$ cat config.mk
export PLATFORM = sky130hd
export DESIGN_NAME = utf8_stream_decoder
export DESIGN_NICKNAME = d
export VERILOG_FILES = /design/src/rtl/usd_pkg.sv /design/src/rtl/utf8_stream_decoder.sv /design/src/rtl/usd_decode.sv /design/src/rtl/usd_emit.sv
export SDC_FILE = /design/constraint.sdc
export NUM_CORES = 1
export LEC_CHECK = 0
export ABC_AREA = 1
export ABC_CLOCK_PERIOD_IN_PS = 4550
export BUFFER_PORTS_ARGS = -buffer_cell sky130_fd_sc_hd__buf_2
export CAP_MARGIN = 5
export CORE_MARGIN = 2
export CORE_UTILIZATION = 64
export CTS_BUF_LIST = sky130_fd_sc_hd__clkbuf_2
export DETAILED_ROUTE_END_ITERATION = 10
export PLACE_DENSITY_LB_ADDON = 0.2
export SLEW_MARGIN = 20
export SYNTH_ARGS = -nofsm -noshare
export SYNTH_HDL_FRONTEND = slang
export SYNTH_SLANG_ARGS = --single-unit
$ cat constraint.sdc
create_clock -name i_clk -period 4.55 [get_ports i_clk]
set_input_delay 0 -clock i_clk [delete_from_list [all_inputs] [get_ports i_clk]]
set_output_delay 0 -clock i_clk [all_outputs]
set_load 0.03 [all_outputs]
$ cat src/rtl/usd_pkg.sv
// Package for the UTF-8 stream decoder: result-run descriptor and sequence state
// types, sequence-length and surrogate-range constants. No dependencies.
`timescale 1ns / 1ps
`default_nettype none
package usd_pkg;

    localparam int unsigned CpW   = 21;
    localparam int unsigned CntW  = 3;
    localparam int unsigned ByteW = 8;

    // Descriptor of the results caused by one input byte:
    // err_cnt errors first, then one optional tail result.
    typedef struct packed {
        logic [CntW-1:0] err_cnt;
        logic            has_tail;
        logic [CpW-1:0]  tail_cp;
        logic [CntW-1:0] tail_n;
    } t_run;

    // Sequence state carried between bytes.
    typedef struct packed {
        logic [CntW-1:0] seq_len;
        logic [CntW-1:0] held;
        logic [CpW-1:0]  partial;
    } t_seq;

    localparam logic [CntW-1:0] LenNone = 3'd0;
    localparam logic [CntW-1:0] LenOne  = 3'd1;
    localparam logic [CntW-1:0] LenTwo  = 3'd2;
    localparam logic [CntW-1:0] LenThr  = 3'd3;
    localparam logic [CntW-1:0] LenFour = 3'd4;

    localparam logic [CpW-1:0] SurLo = 21'h00D800;
    localparam logic [CpW-1:0] SurHi = 21'h00DFFF;

endpackage
`default_nettype wire

$ cat src/rtl/utf8_stream_decoder.sv
// UTF-8 stream decoder top level: input register, decode, result emitter.
// Depends on usd_pkg, usd_decode, usd_emit.
// A byte passes the input register, then is decoded and loaded into the emitter register.
// One byte per cycle while the emitter is free; a byte causing k results holds input until its last result is taken.
// Bytes that open or extend a sequence cause no result and are not loaded into the emitter.
// Reset (synchronous, active low) closes any open sequence and empties both registers.
`timescale 1ns / 1ps
`default_nettype none
module utf8_stream_decoder (
    input  wire logic        i_clk,
    input  wire logic        i_rst_n,
    input  wire logic        i_s_tvalid,
    output logic             o_s_tready,
    input  wire logic [7:0]  i_s_tdata,   // [7:0] data_byte
    input  wire logic        i_s_tlast,   // end_of_buffer
    output logic             o_m_tvalid,
    input  wire logic        i_m_tready,
    output logic [23:0]      o_m_tdata,   // [20:0] code_point, [23:21] byte_count
    output logic [0:0]       o_m_tuser,   // [0] is_error
    output logic             o_m_tlast    // last_of_run
);

    logic          r_in_valid;
    logic [7:0]    r_byte;
    logic          r_eob;
    logic          w_free;
    logic          w_advance;
    logic          w_nonempty;
    usd_pkg::t_run w_run;

    assign w_advance  = r_in_valid && w_free;
    assign o_s_tready = !r_in_valid || w_free;

    always_ff @(posedge i_clk) begin
        if (!i_rst_n) begin
            r_in_valid <= 1'b0;
        end else if (o_s_tready) begin
            r_in_valid <= i_s_tvalid;
        end
    end

    always_ff @(posedge i_clk) begin
        if (o_s_tready && i_s_tvalid) begin
            r_byte <= i_s_tdata;
            r_eob  <= i_s_tlast;
        end
    end

    usd_decode u_decode (
        .i_clk          (i_clk),
        .i_rst_n        (i_rst_n),
        .i_advance      (w_advance),
        .i_byte         (r_byte),
        .i_eob          (r_eob),
        .o_run          (w_run),
        .o_run_nonempty (w_nonempty)
    );

    usd_emit u_emit (
        .i_clk      (i_clk),
        .i_rst_n    (i_rst_n),
        .i_load     (w_advance && w_nonempty),
        .i_run      (w_run),
        .o_free     (w_free),
        .o_m_tvalid (o_m_tvalid),
        .i_m_tready (i_m_tready),
        .o_m_tdata  (o_m_tdata),
        .o_m_tuser  (o_m_tuser),
        .o_m_tlast  (o_m_tlast)
    );

endmodule
`default_nettype wire

$ cat src/rtl/usd_decode.sv
// Sequence state registers and single-byte decode logic.
// Produces one result-run descriptor per byte; uses usd_pkg.
`timescale 1ns / 1ps
`default_nettype none
module usd_decode (
    input  wire logic                    i_clk,
    input  wire logic                    i_rst_n,
    input  wire logic                    i_advance,
    input  wire logic [7:0]              i_byte,
    input  wire logic                    i_eob,
    output usd_pkg::t_run                o_run,
    output logic                         o_run_nonempty
);

    usd_pkg::t_seq r_seq;
    usd_pkg::t_seq n_seq;
    usd_pkg::t_run w_run;

    logic                           w_f_ascii;
    logic                           w_f_lead;
    logic [usd_pkg::CntW-1:0]       w_f_len;
    logic [usd_pkg::CpW-1:0]        w_f_bits;
    logic [usd_pkg::CpW-1:0]        w_acc;
    logic [usd_pkg::CntW-1:0]       w_held_inc;

    // Lead-byte classification
    always_comb begin
        w_f_ascii = 1'b0;
        w_f_lead  = 1'b0;
        w_f_len   = usd_pkg::LenNone;
        w_f_bits  = '0;
        case (i_byte) inside
            [8'h00:8'h7F]: begin
                w_f_ascii = 1'b1;
            end
            [8'hC0:8'hDF]: begin
                w_f_lead = 1'b1;
                w_f_len  = usd_pkg::LenTwo;
                w_f_bits = {16'd0, i_byte[4:0]};
            end
            [8'hE0:8'hEF]: begin
                w_f_lead = 1'b1;
                w_f_len  = usd_pkg::LenThr;
                w_f_bits = {17'd0, i_byte[3:0]};
            end
            [8'hF0:8'hF7]: begin
                w_f_lead = 1'b1;
                w_f_len  = usd_pkg::LenFour;
                w_f_bits = {18'd0, i_byte[2:0]};
            end
            default: begin
            end
        endcase
    end

    assign w_acc      = {r_seq.partial[14:0], i_byte[5:0]};
    assign w_held_inc = r_seq.held + 3'd1;

    always_comb begin
        n_seq          = r_seq;
        w_run.err_cnt  = '0;
        w_run.has_tail = 1'b0;
        w_run.tail_cp  = '0;
        w_run.tail_n   = usd_pkg::LenOne;
        if (r_seq.seq_len != usd_pkg::LenNone && i_byte[7:6] == 2'b10) begin
            if (w_held_inc >= r_seq.seq_len) begin
                n_seq = '0;
                if (w_acc >= usd_pkg::SurLo && w_acc <= usd_pkg::SurHi) begin
                    w_run.err_cnt = r_seq.seq_len;
                end else begin
                    w_run.has_tail = 1'b1;
                    w_run.tail_cp  = w_acc;
                    w_run.tail_n   = r_seq.seq_len;
                end
            end else if (i_eob) begin
                n_seq         = '0;
                w_run.err_cnt = w_held_inc;
            end else begin
                n_seq.held    = w_held_inc;
                n_seq.partial = w_acc;
            end
        end else begin
            // bad continuation flushes held bytes, then byte decoded afresh
            w_run.err_cnt = r_seq.held;
            n_seq         = '0;
            if (w_f_ascii) begin
                w_run.has_tail = 1'b1;
                w_run.tail_cp  = {13'd0, i_byte};
            end else if (w_f_lead && !i_eob) begin
                n_seq.seq_len = w_f_len;
                n_seq.held    = usd_pkg::LenOne;
                n_seq.partial = w_f_bits;
            end else begin
                w_run.err_cnt = r_seq.held + 3'd1;
            end
        end
    end

    always_ff @(posedge i_clk) begin
        if (!i_rst_n) begin
            r_seq <= '0;
        end else if (i_advance) begin
            r_seq <= n_seq;
        end
    end

    assign o_run          = w_run;
    assign o_run_nonempty = (w_run.err_cnt != '0) || w_run.has_tail;

    a_closed_clear: assert property (@(posedge i_clk) disable iff (!i_rst_n)
        r_seq.seq_len == usd_pkg::LenNone |-> r_seq.held == '0 && r_seq.partial == '0)
        else $error("closed sequence holds data");
    a_open_held: assert property (@(posedge i_clk) disable iff (!i_rst_n)
        r_seq.seq_len != usd_pkg::LenNone |->
            r_seq.held != '0 && r_seq.held < r_seq.seq_len)
        else $error("held count out of range");
    a_len_legal: assert property (@(posedge i_clk) disable iff (!i_rst_n)
        r_seq.seq_len == usd_pkg::LenNone || r_seq.seq_len == usd_pkg::LenTwo ||
        r_seq.seq_len == usd_pkg::LenThr || r_seq.seq_len == usd_pkg::LenFour)
        else $error("illegal sequence length");

endmodule
`default_nettype wire

$ cat src/rtl/usd_emit.sv
// Result-run register: emits the errors and optional tail of one byte,
// one result per transfer. Uses usd_pkg.
`timescale 1ns / 1ps
`default_nettype none
module usd_emit (
    input  wire logic           i_clk,
    input  wire logic           i_rst_n,
    input  wire logic           i_load,
    input  wire usd_pkg::t_run  i_run,
    output logic                o_free,
    output logic                o_m_tvalid,
    input  wire logic           i_m_tready,
    output logic [23:0]         o_m_tdata,
    output logic [0:0]          o_m_tuser,
    output logic                o_m_tlast
);

    logic                     r_valid;
    logic [usd_pkg::CntW-1:0] r_err_left;
    logic                     r_has_tail;
    logic [usd_pkg::CpW-1:0]  r_cp;
    logic [usd_pkg::CntW-1:0] r_n;

    logic w_is_err;
    logic w_last;
    logic w_xfer;

    assign w_is_err = (r_err_left != '0);
    assign w_last   = w_is_err ? (r_err_left == 3'd1 && !r_has_tail) : 1'b1;
    assign w_xfer   = r_valid && i_m_tready;
    assign o_free   = !r_valid || (w_xfer && w_last);

    always_ff @(posedge i_clk) begin
        if (!i_rst_n) begin
            r_valid    <= 1'b0;
            r_err_left <= '0;
            r_has_tail <= 1'b0;
        end else if (o_free) begin
            r_valid <= i_load;
            if (i_load) begin
                r_err_left <= i_run.err_cnt;
                r_has_tail <= i_run.has_tail;
            end
        end else if (w_xfer && w_is_err) begin
            r_err_left <= r_err_left - 3'd1;
        end
    end

    always_ff @(posedge i_clk) begin
        if (o_free && i_load) begin
            r_cp <= i_run.tail_cp;
            r_n  <= i_run.tail_n;
        end
    end

    assign o_m_tvalid = r_valid;
    assign o_m_tdata  = w_is_err ? {usd_pkg::LenOne, 21'd0} : {r_n, r_cp};
    assign o_m_tuser  = w_is_err;
    assign o_m_tlast  = w_last;

    a_run_nonempty: assert property (@(posedge i_clk) disable iff (!i_rst_n)
        r_valid && r_err_left == '0 |-> r_has_tail)
        else $error("empty result run held");
    a_err_bound: assert property (@(posedge i_clk) disable iff (!i_rst_n)
        r_valid |-> r_err_left <= 3'd4)
        else $error("too many errors in run");
    a_run_continues: assert property (@(posedge i_clk) disable iff (!i_rst_n)
        w_xfer && !w_last |=> r_valid)
        else $error("run dropped before its last result");

endmodule
`default_nettype wire
==> metrics, run 1 <==
Reg clk slew, reported paths about 0.16 ns; top post-synthesis cells by area edfxtp_1, dfxtp_1, inv_1; layout cell share with drive strength beyond 1 0.1925; Ys Warns 0; initial DRC count around 150; CP max FO 24; FP Rows 24; core area between 4000 and 5000 um^2; count of buffers inserted at the top-level ports 40; relative slew slack 0.4177; final cycle utilization of the critical path 0.7090; crit path DAT 3.33 ns; Die Ht 71.26 um; Setup Fix Bufs, Post-CTS 0; number of gates resized after CTS 0; largest family of logic cells by synthesized area simple AND/OR/NAND/NOR gates; first-pass GRT wire length 9977 um; Final TNS setup 0 ns; Critical Path End u_emit.r_cp[6]; Hold Vio Cnt, Final 0; critical path data required time around 4.7 ns; crit path time final around 3.2 ns; Hold Crit Class in -> reg; vias 2279; simple-gate share of the synthesized area 0.2001; largest net degree at the start of global routing 32; Post-Syn Nets roughly 360; die area 5078 um^2; Post-Route WL between 5000 and 6000 um; Worst-Margin Slew around 0.87 ns; xor and xnor area share after synthesis 0.006050; Yosys top cell area share 0.3423; I/O Pins 41; Antenna Violating Nets Remaining 0; reg2reg path depth 15; Synth Area in Compound Gates 0.1223; Die Wd approximately 71 um; CP startpoint kind flop; Nets 415; Wirelength per Cell 13.11 um; Worst R2R End u_emit.r_cp[6]; RSZ-0062 raised after global routing false; TritonCTS Buffers 9; Yosys top cell by area edfxtp_1; initial antenna violation count 0; Clock Tree Buf Depth 2; Initial Util 0.6649; diode count 0; power per cell area 389.6 nW/um^2; number of global-route vias before repair 2206; Syn Inst Count approximately 340; clk root buf clkbuf_2; crit path from u_decode.r_seq[21]; Worst Clk Skew between 0.02 and 0.03 ns; Layout area overhead 16.34%; clock latency reported for the late side of the worst-skew pair 0.49 ns; Leakage ~1.6 nW; worst reg2reg setup slack 1.32 ns; crit end category flop; post-synthesis adder-cell area fraction 0.03025; FMAX 310.0 MHz; Remaining Overflow, GRT 0; Crit Reg-Reg Startpoint u_decode.r_seq[21]; min-delay src i_s_tdata[6]; TritonCTS clock tree built; status finished clean; Placed Area ~3100 um^2; Syn Std Cell Area 2895 um^2; DR vias/cell about 5.0; Worst Setup Path Type reg -> reg; Synth Area per Inst around 8.5 um^2; Worst VDD drop approximately 270 uV; # setup viols final 0; post-synthesis sequential area ratio 0.5290; Min-Delay Path Depth 2; max cap viols 0; number of distinct library cells after synthesis 28; Slew Viols, Final 0; DRT Pass-1 Iters 4; clock sink count 60; HPWL Detailed approximately 4200 um; drt drc 0; number of synthesized register bits 60; Design Area, Final about 3400 um^2; mux contribution to synthesized area 0; gpl congestion between 0.9 and 1; total track usage 0.2604; H-tree levels 3
cell families (layout without fill, tap and decap cells):
kind of cell | after synthesis | in the layout
and+or+nand+nor | 131 | 131
AOI/OAI and AO/OA | 58 | 58
DFF | 60 | 60
adders and majority gates | 7 | 7
buffers and inverters | 83 | 142
xor gates and xnor gates | 2 | 2
routing by layer:
layer  up-vias  share of wire  global-route usage
li1       1205              -                   -
met1       993           0.48              0.3466
met2        71           0.45              0.4064
met3        10          0.053             0.07173
met4         0          0.017              0.1069
met5         -              0                   0
layout make-up:
cell class                 count  area, um^2
clock buffer                  11       55.05
clock inverter                 5       76.32
fill                         319       985.9
inverter                      73       274.0
multi-input combinational    198        1039
sequential                    60        1531
tap                           52       65.06
timing repair buffer          53       327.8
synthesized netlist by cell type:
library cell / number
inv_1: 69
a31oi_4: 1
clkinv_1: 1
dfxtp_1: 27
o21ai_0: 10
nand2_1: 37
xnor2_1: 2
nand3_2: 1
nor2_4: 1
buf_4: 1
clkbuf_1: 4
or2_2: 1
nor2_1: 57
a31oi_1: 1
inv_2: 3
a211oi_1: 17
ha_1: 7
nor2_2: 2
nand2_4: 2
buf_1: 2
nand2_2: 9
buf_2: 2
nand3_1: 19
a21oi_1: 28
a21oi_2: 1
buf_6: 1
edfxtp_1: 33
nand4_1: 2
worst min path at each step:
stage	end	slack [ns]
floorplan	r_byte[0]	0.1
global placement	r_eob	0.18
detailed placement	r_byte[2]	0.18
CTS	r_byte[1]	0.18
global route	r_byte[6]	0.17
finish	r_byte[6]	0.21
where the power goes:
part | switching (W) | total (W) | internal (W)
logic | 0.000217 | 0.000307 | 0.0000899
registers | 0.0000209 | 0.000632 | 0.000611
clock network | 0.000189 | 0.000373 | 0.000184
total | 0.000427 | 0.00131 | 0.000885
registers in the layout, indices dropped and copies added, names as in the netlist:
register and count:
u_emit.r_has_tail 1, r_byte 8, u_emit.r_cp 21, r_in_valid 1, r_eob 1, u_decode.r_seq 21
u_emit.r_err_left 3, u_emit.o_m_tvalid 1, u_emit.r_n 3
cells in the final DEF (no fill, tap or decap), types with 2 or more instances in the layout:
cell,n
inv_1,69
nor2_1,57
buf_2,40
nand2_1,37
edfxtp_1,33
a21oi_1,28
dfxtp_1,27
nand3_1,19
a211oi_1,17
dlygate4sd3_1,12
clkbuf_2,11
o21ai_0,10
nand2_2,9
ha_1,7
inv_2,3
nand4_1,2
nor2_2,2
nand2_4,2
xnor2_1,2
clkinv_1,2
bufinv_16,2
worst max-delay path, cell delays in order, from the launching register on:
cell	delay, ns
dfxtp_1	0.38
ha_1	0.22
xnor2_1	0.18
inv_1	0.10
ha_1	0.31
a21oi_1	0.19
nand3_2	0.15
inv_1	0.14
nand3_1	0.08
nand2_1	0.07
nand2_1	0.04
nand2_1	0.09
nor2_1	0.06
nand2_2	0.08
nand2_4	0.08
inv_1	0.65
what timing repair did:
action / in CTS / in global routing
hold buffers: 12 / 0
hold endpoints to repair: 24 / 0
setup endpoints to repair: 0 / 0
metrics by stage:
stage	setup WS (ns)	util	cells	hold slack [ns]	total power, W
after floorplan	1.743	-	341	0.09887	0.0008672
after global placement	1.523	0.7158	424	0.1759	0.0009326
after detailed placement	1.372	0.7158	424	0.1781	0.0009410
after CTS	1.336	0.7736	452	0.1773	0.001315
after global routing	1.038	0.7736	452	0.1662	0.001379
final	1.324	0.7736	452	0.2132	0.001312
Note: power is estimated with default switching activity, not from simulation.
==> run 2: changes to the inputs <==
Settings changed: ABC_CLOCK_PERIOD_IN_PS 4550 to 2800, CORE_UTILIZATION 64 to 53.
Clock period 4.55 ns to 2.8 ns, I/O delays scaled along.
==> metrics, run 2 (synthesis results as in run 1) <==
status finished clean; CP startpoint kind flop; critical path's most frequent cell nand2_1; Post-Route WL 5640 um; Nets 422; diode count 0; Die Wd 77.91 um; Max stage delay on crit path approximately 0.35 ns; max cap viols 0; first-pass GRT wire length between 9000 and 10000 um; Initial Util 0.5563; CP delay by family, top simple AND/OR/NAND/NOR gates; Comb pwr share 0.247; Worst Setup Path Type reg -> reg; FF+latch area between 1500 and 2000 um^2; Hold Vio Cnt, Final 0; Layout area overhead 19.19%; DR vias/cell between 4 and 5; Worst Clk Skew 0.02631 ns; Clock power frac 0.261; Reg clk slew, reported paths 0.17 ns; I/O Pins 41; final std cells w/o fill 477; FP Rows 26; FMAX 380.8 MHz; die area 6070 um^2; clk root buf clkbuf_2; sequential power share 0.492; Worst R2R End u_emit.r_n[2]; crit path from u_decode.r_seq[21]; core area about 5200 um^2; P_sw around 0.0007 W; power per cell area roughly 600 nW/um^2; count of buffers inserted at the top-level ports 40; number of global-route vias before repair 2077; Slew Viols, Final 0; Wirelength per Cell around 12 um; Worst VDD drop about 400 uV; P_int ~0.0014 W; biggest regs u_decode.r_seq: 21 flops, u_emit.r_cp: 21 flops, r_byte: 8 flops; Leakage 1.595 nW; worst reg2reg setup slack 0.17 ns; crit path DAT about 2.8 ns; CP cell instances ha_1 -> xnor2_2 -> inv_1 -> ha_1 -> a21oi_2 -> nand3_2 -> nand2_1 -> inv_1 -> nand2_1 -> nand2_1 -> nand2_1 -> nand2_1 -> nor2_2 -> nand2_2 -> nand2_4 -> clkinvlp_4; critical path data required time approximately 3 ns; HPWL Detailed roughly 4000 um; commonest cells after routing, fill and taps aside inv_1, nor2_1, buf_2; DRT Pass-1 Iters 4; # setup viols final 0; TritonCTS Buffers 9; Critical-path top delay cell dfxtp_2; multi-input logic area ~1000 um^2; Die Ht 77.91 um; gpl congestion 0.8507; Crit Reg-Reg Startpoint u_decode.r_seq[21]; crit end category flop; H-tree levels 3; initial DRC count 120; final cycle utilization of the critical path 0.9378; Setup Fix Bufs, Post-CTS 0; Levels on crit path 16; clock sink count 60; relative slew slack 0.4894; layout cell share with drive strength beyond 1 0.2187; crit path time final roughly 2.6 ns; dpl cells 448; Hold Crit Class in -> reg; switch share 0.3462; vias between 2000 and 2500; Antenna Violating Nets Remaining 0; Critical Path End u_emit.r_n[2]; Worst-Margin Slew between 0.7 and 0.8 ns; Remaining Overflow, GRT 0; CP max FO 12; commonest non-fill, non-tap cell in the layout inv_1; Min-Delay Path Depth 2; drt drc 0; TritonCTS clock tree built; initial antenna violation count 0; final hold slack between 0.2 and 0.25 ns; CP Buf/Inv Count 3; RSZ-0062 raised after global routing true; total track usage 0.2062; reg2reg path depth 16; # fillers around 430; Final TNS setup 0 ns; Clock Tree Buf Depth 2; largest net degree at the start of global routing 31; clock latency reported for the late side of the worst-skew pair just under 0.5 ns
run 2: cell types whose count changed in the layout (fill, tap and decap cells not counted), sizes merged:
cell      change
bufinv        -1
clkinvlp      +2
clkinv        +3
buf           +6
clkbuf        -2
inv           -1
run 2: layout make-up:
class | instances | share of cell area
Timing Repair inverter | 1 | 0.002175
Timing Repair Buffer | 59 | 0.1080
Tap cell | 70 | 0.02538
Sequential cell | 60 | 0.4442
Clock inverter | 7 | 0.02248
Inverter | 73 | 0.08049
Multi-Input combinational cell | 198 | 0.3042
Clock buffer | 9 | 0.01305
run 2: per-stage QoR:
stage | utilization | cell area (um^2) | setup WS [ns] | total power, W
CTS | 0.6606 | 3438 | 0.09713 | 0.002089
detailed placement | 0.6125 | 3188 | -0.06015 | 0.001538
global route | 0.6630 | 3451 | -0.04058 | 0.002193
finish | 0.6630 | 3451 | 0.1743 | 0.002083
global placement | 0.6125 | 3188 | 0.08171 | 0.001529
floorplan | - | 2899 | 0.1463 | 0.001410
run 2: what timing repair did:
action / 4_1_cts / 5_1_grt
endpoints found under the setup margin: 24 / 27
hold endpoints to repair: 28 / 0
gates resized for setup: 1 / 3
cloned: 1 / 0
hold buffers: 12 / 0
run 2: how the worst min path moves through the flow:
| stage | startpoint | endpoint | slack [ns] |
|---|---|---|---|
| finish | i_s_tdata[5] | r_byte[5] | 0.22 |
| global route | i_s_tdata[5] | r_byte[5] | 0.18 |
| CTS | i_s_tlast | r_eob | 0.18 |
| detailed placement | i_s_tlast | r_eob | 0.18 |
| global placement | i_s_tdata[1] | r_byte[1] | 0.18 |
| floorplan | i_s_tdata[0] | r_byte[0] | 0.1 |
run 2: per-layer routing:
layer	wire, um	GRT usage	up-vias
li1	-	-	1216
met1	2930	0.2939	995
met2	2372	0.3060	58
met3	234	0.03605	11
met4	102	0.09649	0
met5	0	0	-
run 2: power groups by stage:
| stage | clock network [W] | logic (W) | registers, W |
|---|---|---|---|
| 2_1_floorplan | 0 | 0.000373 | 0.00104 |
| 5_1_grt | 0.000589 | 0.000571 | 0.00103 |
| 3_3_place_gp | 0 | 0.000486 | 0.00104 |
| 6_report | 0.000543 | 0.000515 | 0.00102 |
| 3_5_place_dp | 0 | 0.000494 | 0.00104 |
| 4_1_cts | 0.000554 | 0.000511 | 0.00102 |
run 2: worst register-to-register path, cell delays in order (launching register included):
cell and delay, ns:
dfxtp_2 0.35, ha_1 0.22, xnor2_2 0.15, inv_1 0.07
ha_1 0.32, a21oi_2 0.16, nand3_2 0.15, nand2_1 0.11
inv_1 0.04, nand2_1 0.04, nand2_1 0.04, nand2_1 0.05
nand2_1 0.09, nor2_2 0.12, nand2_2 0.06, nand2_4 0.09
clkinvlp_4 0.24
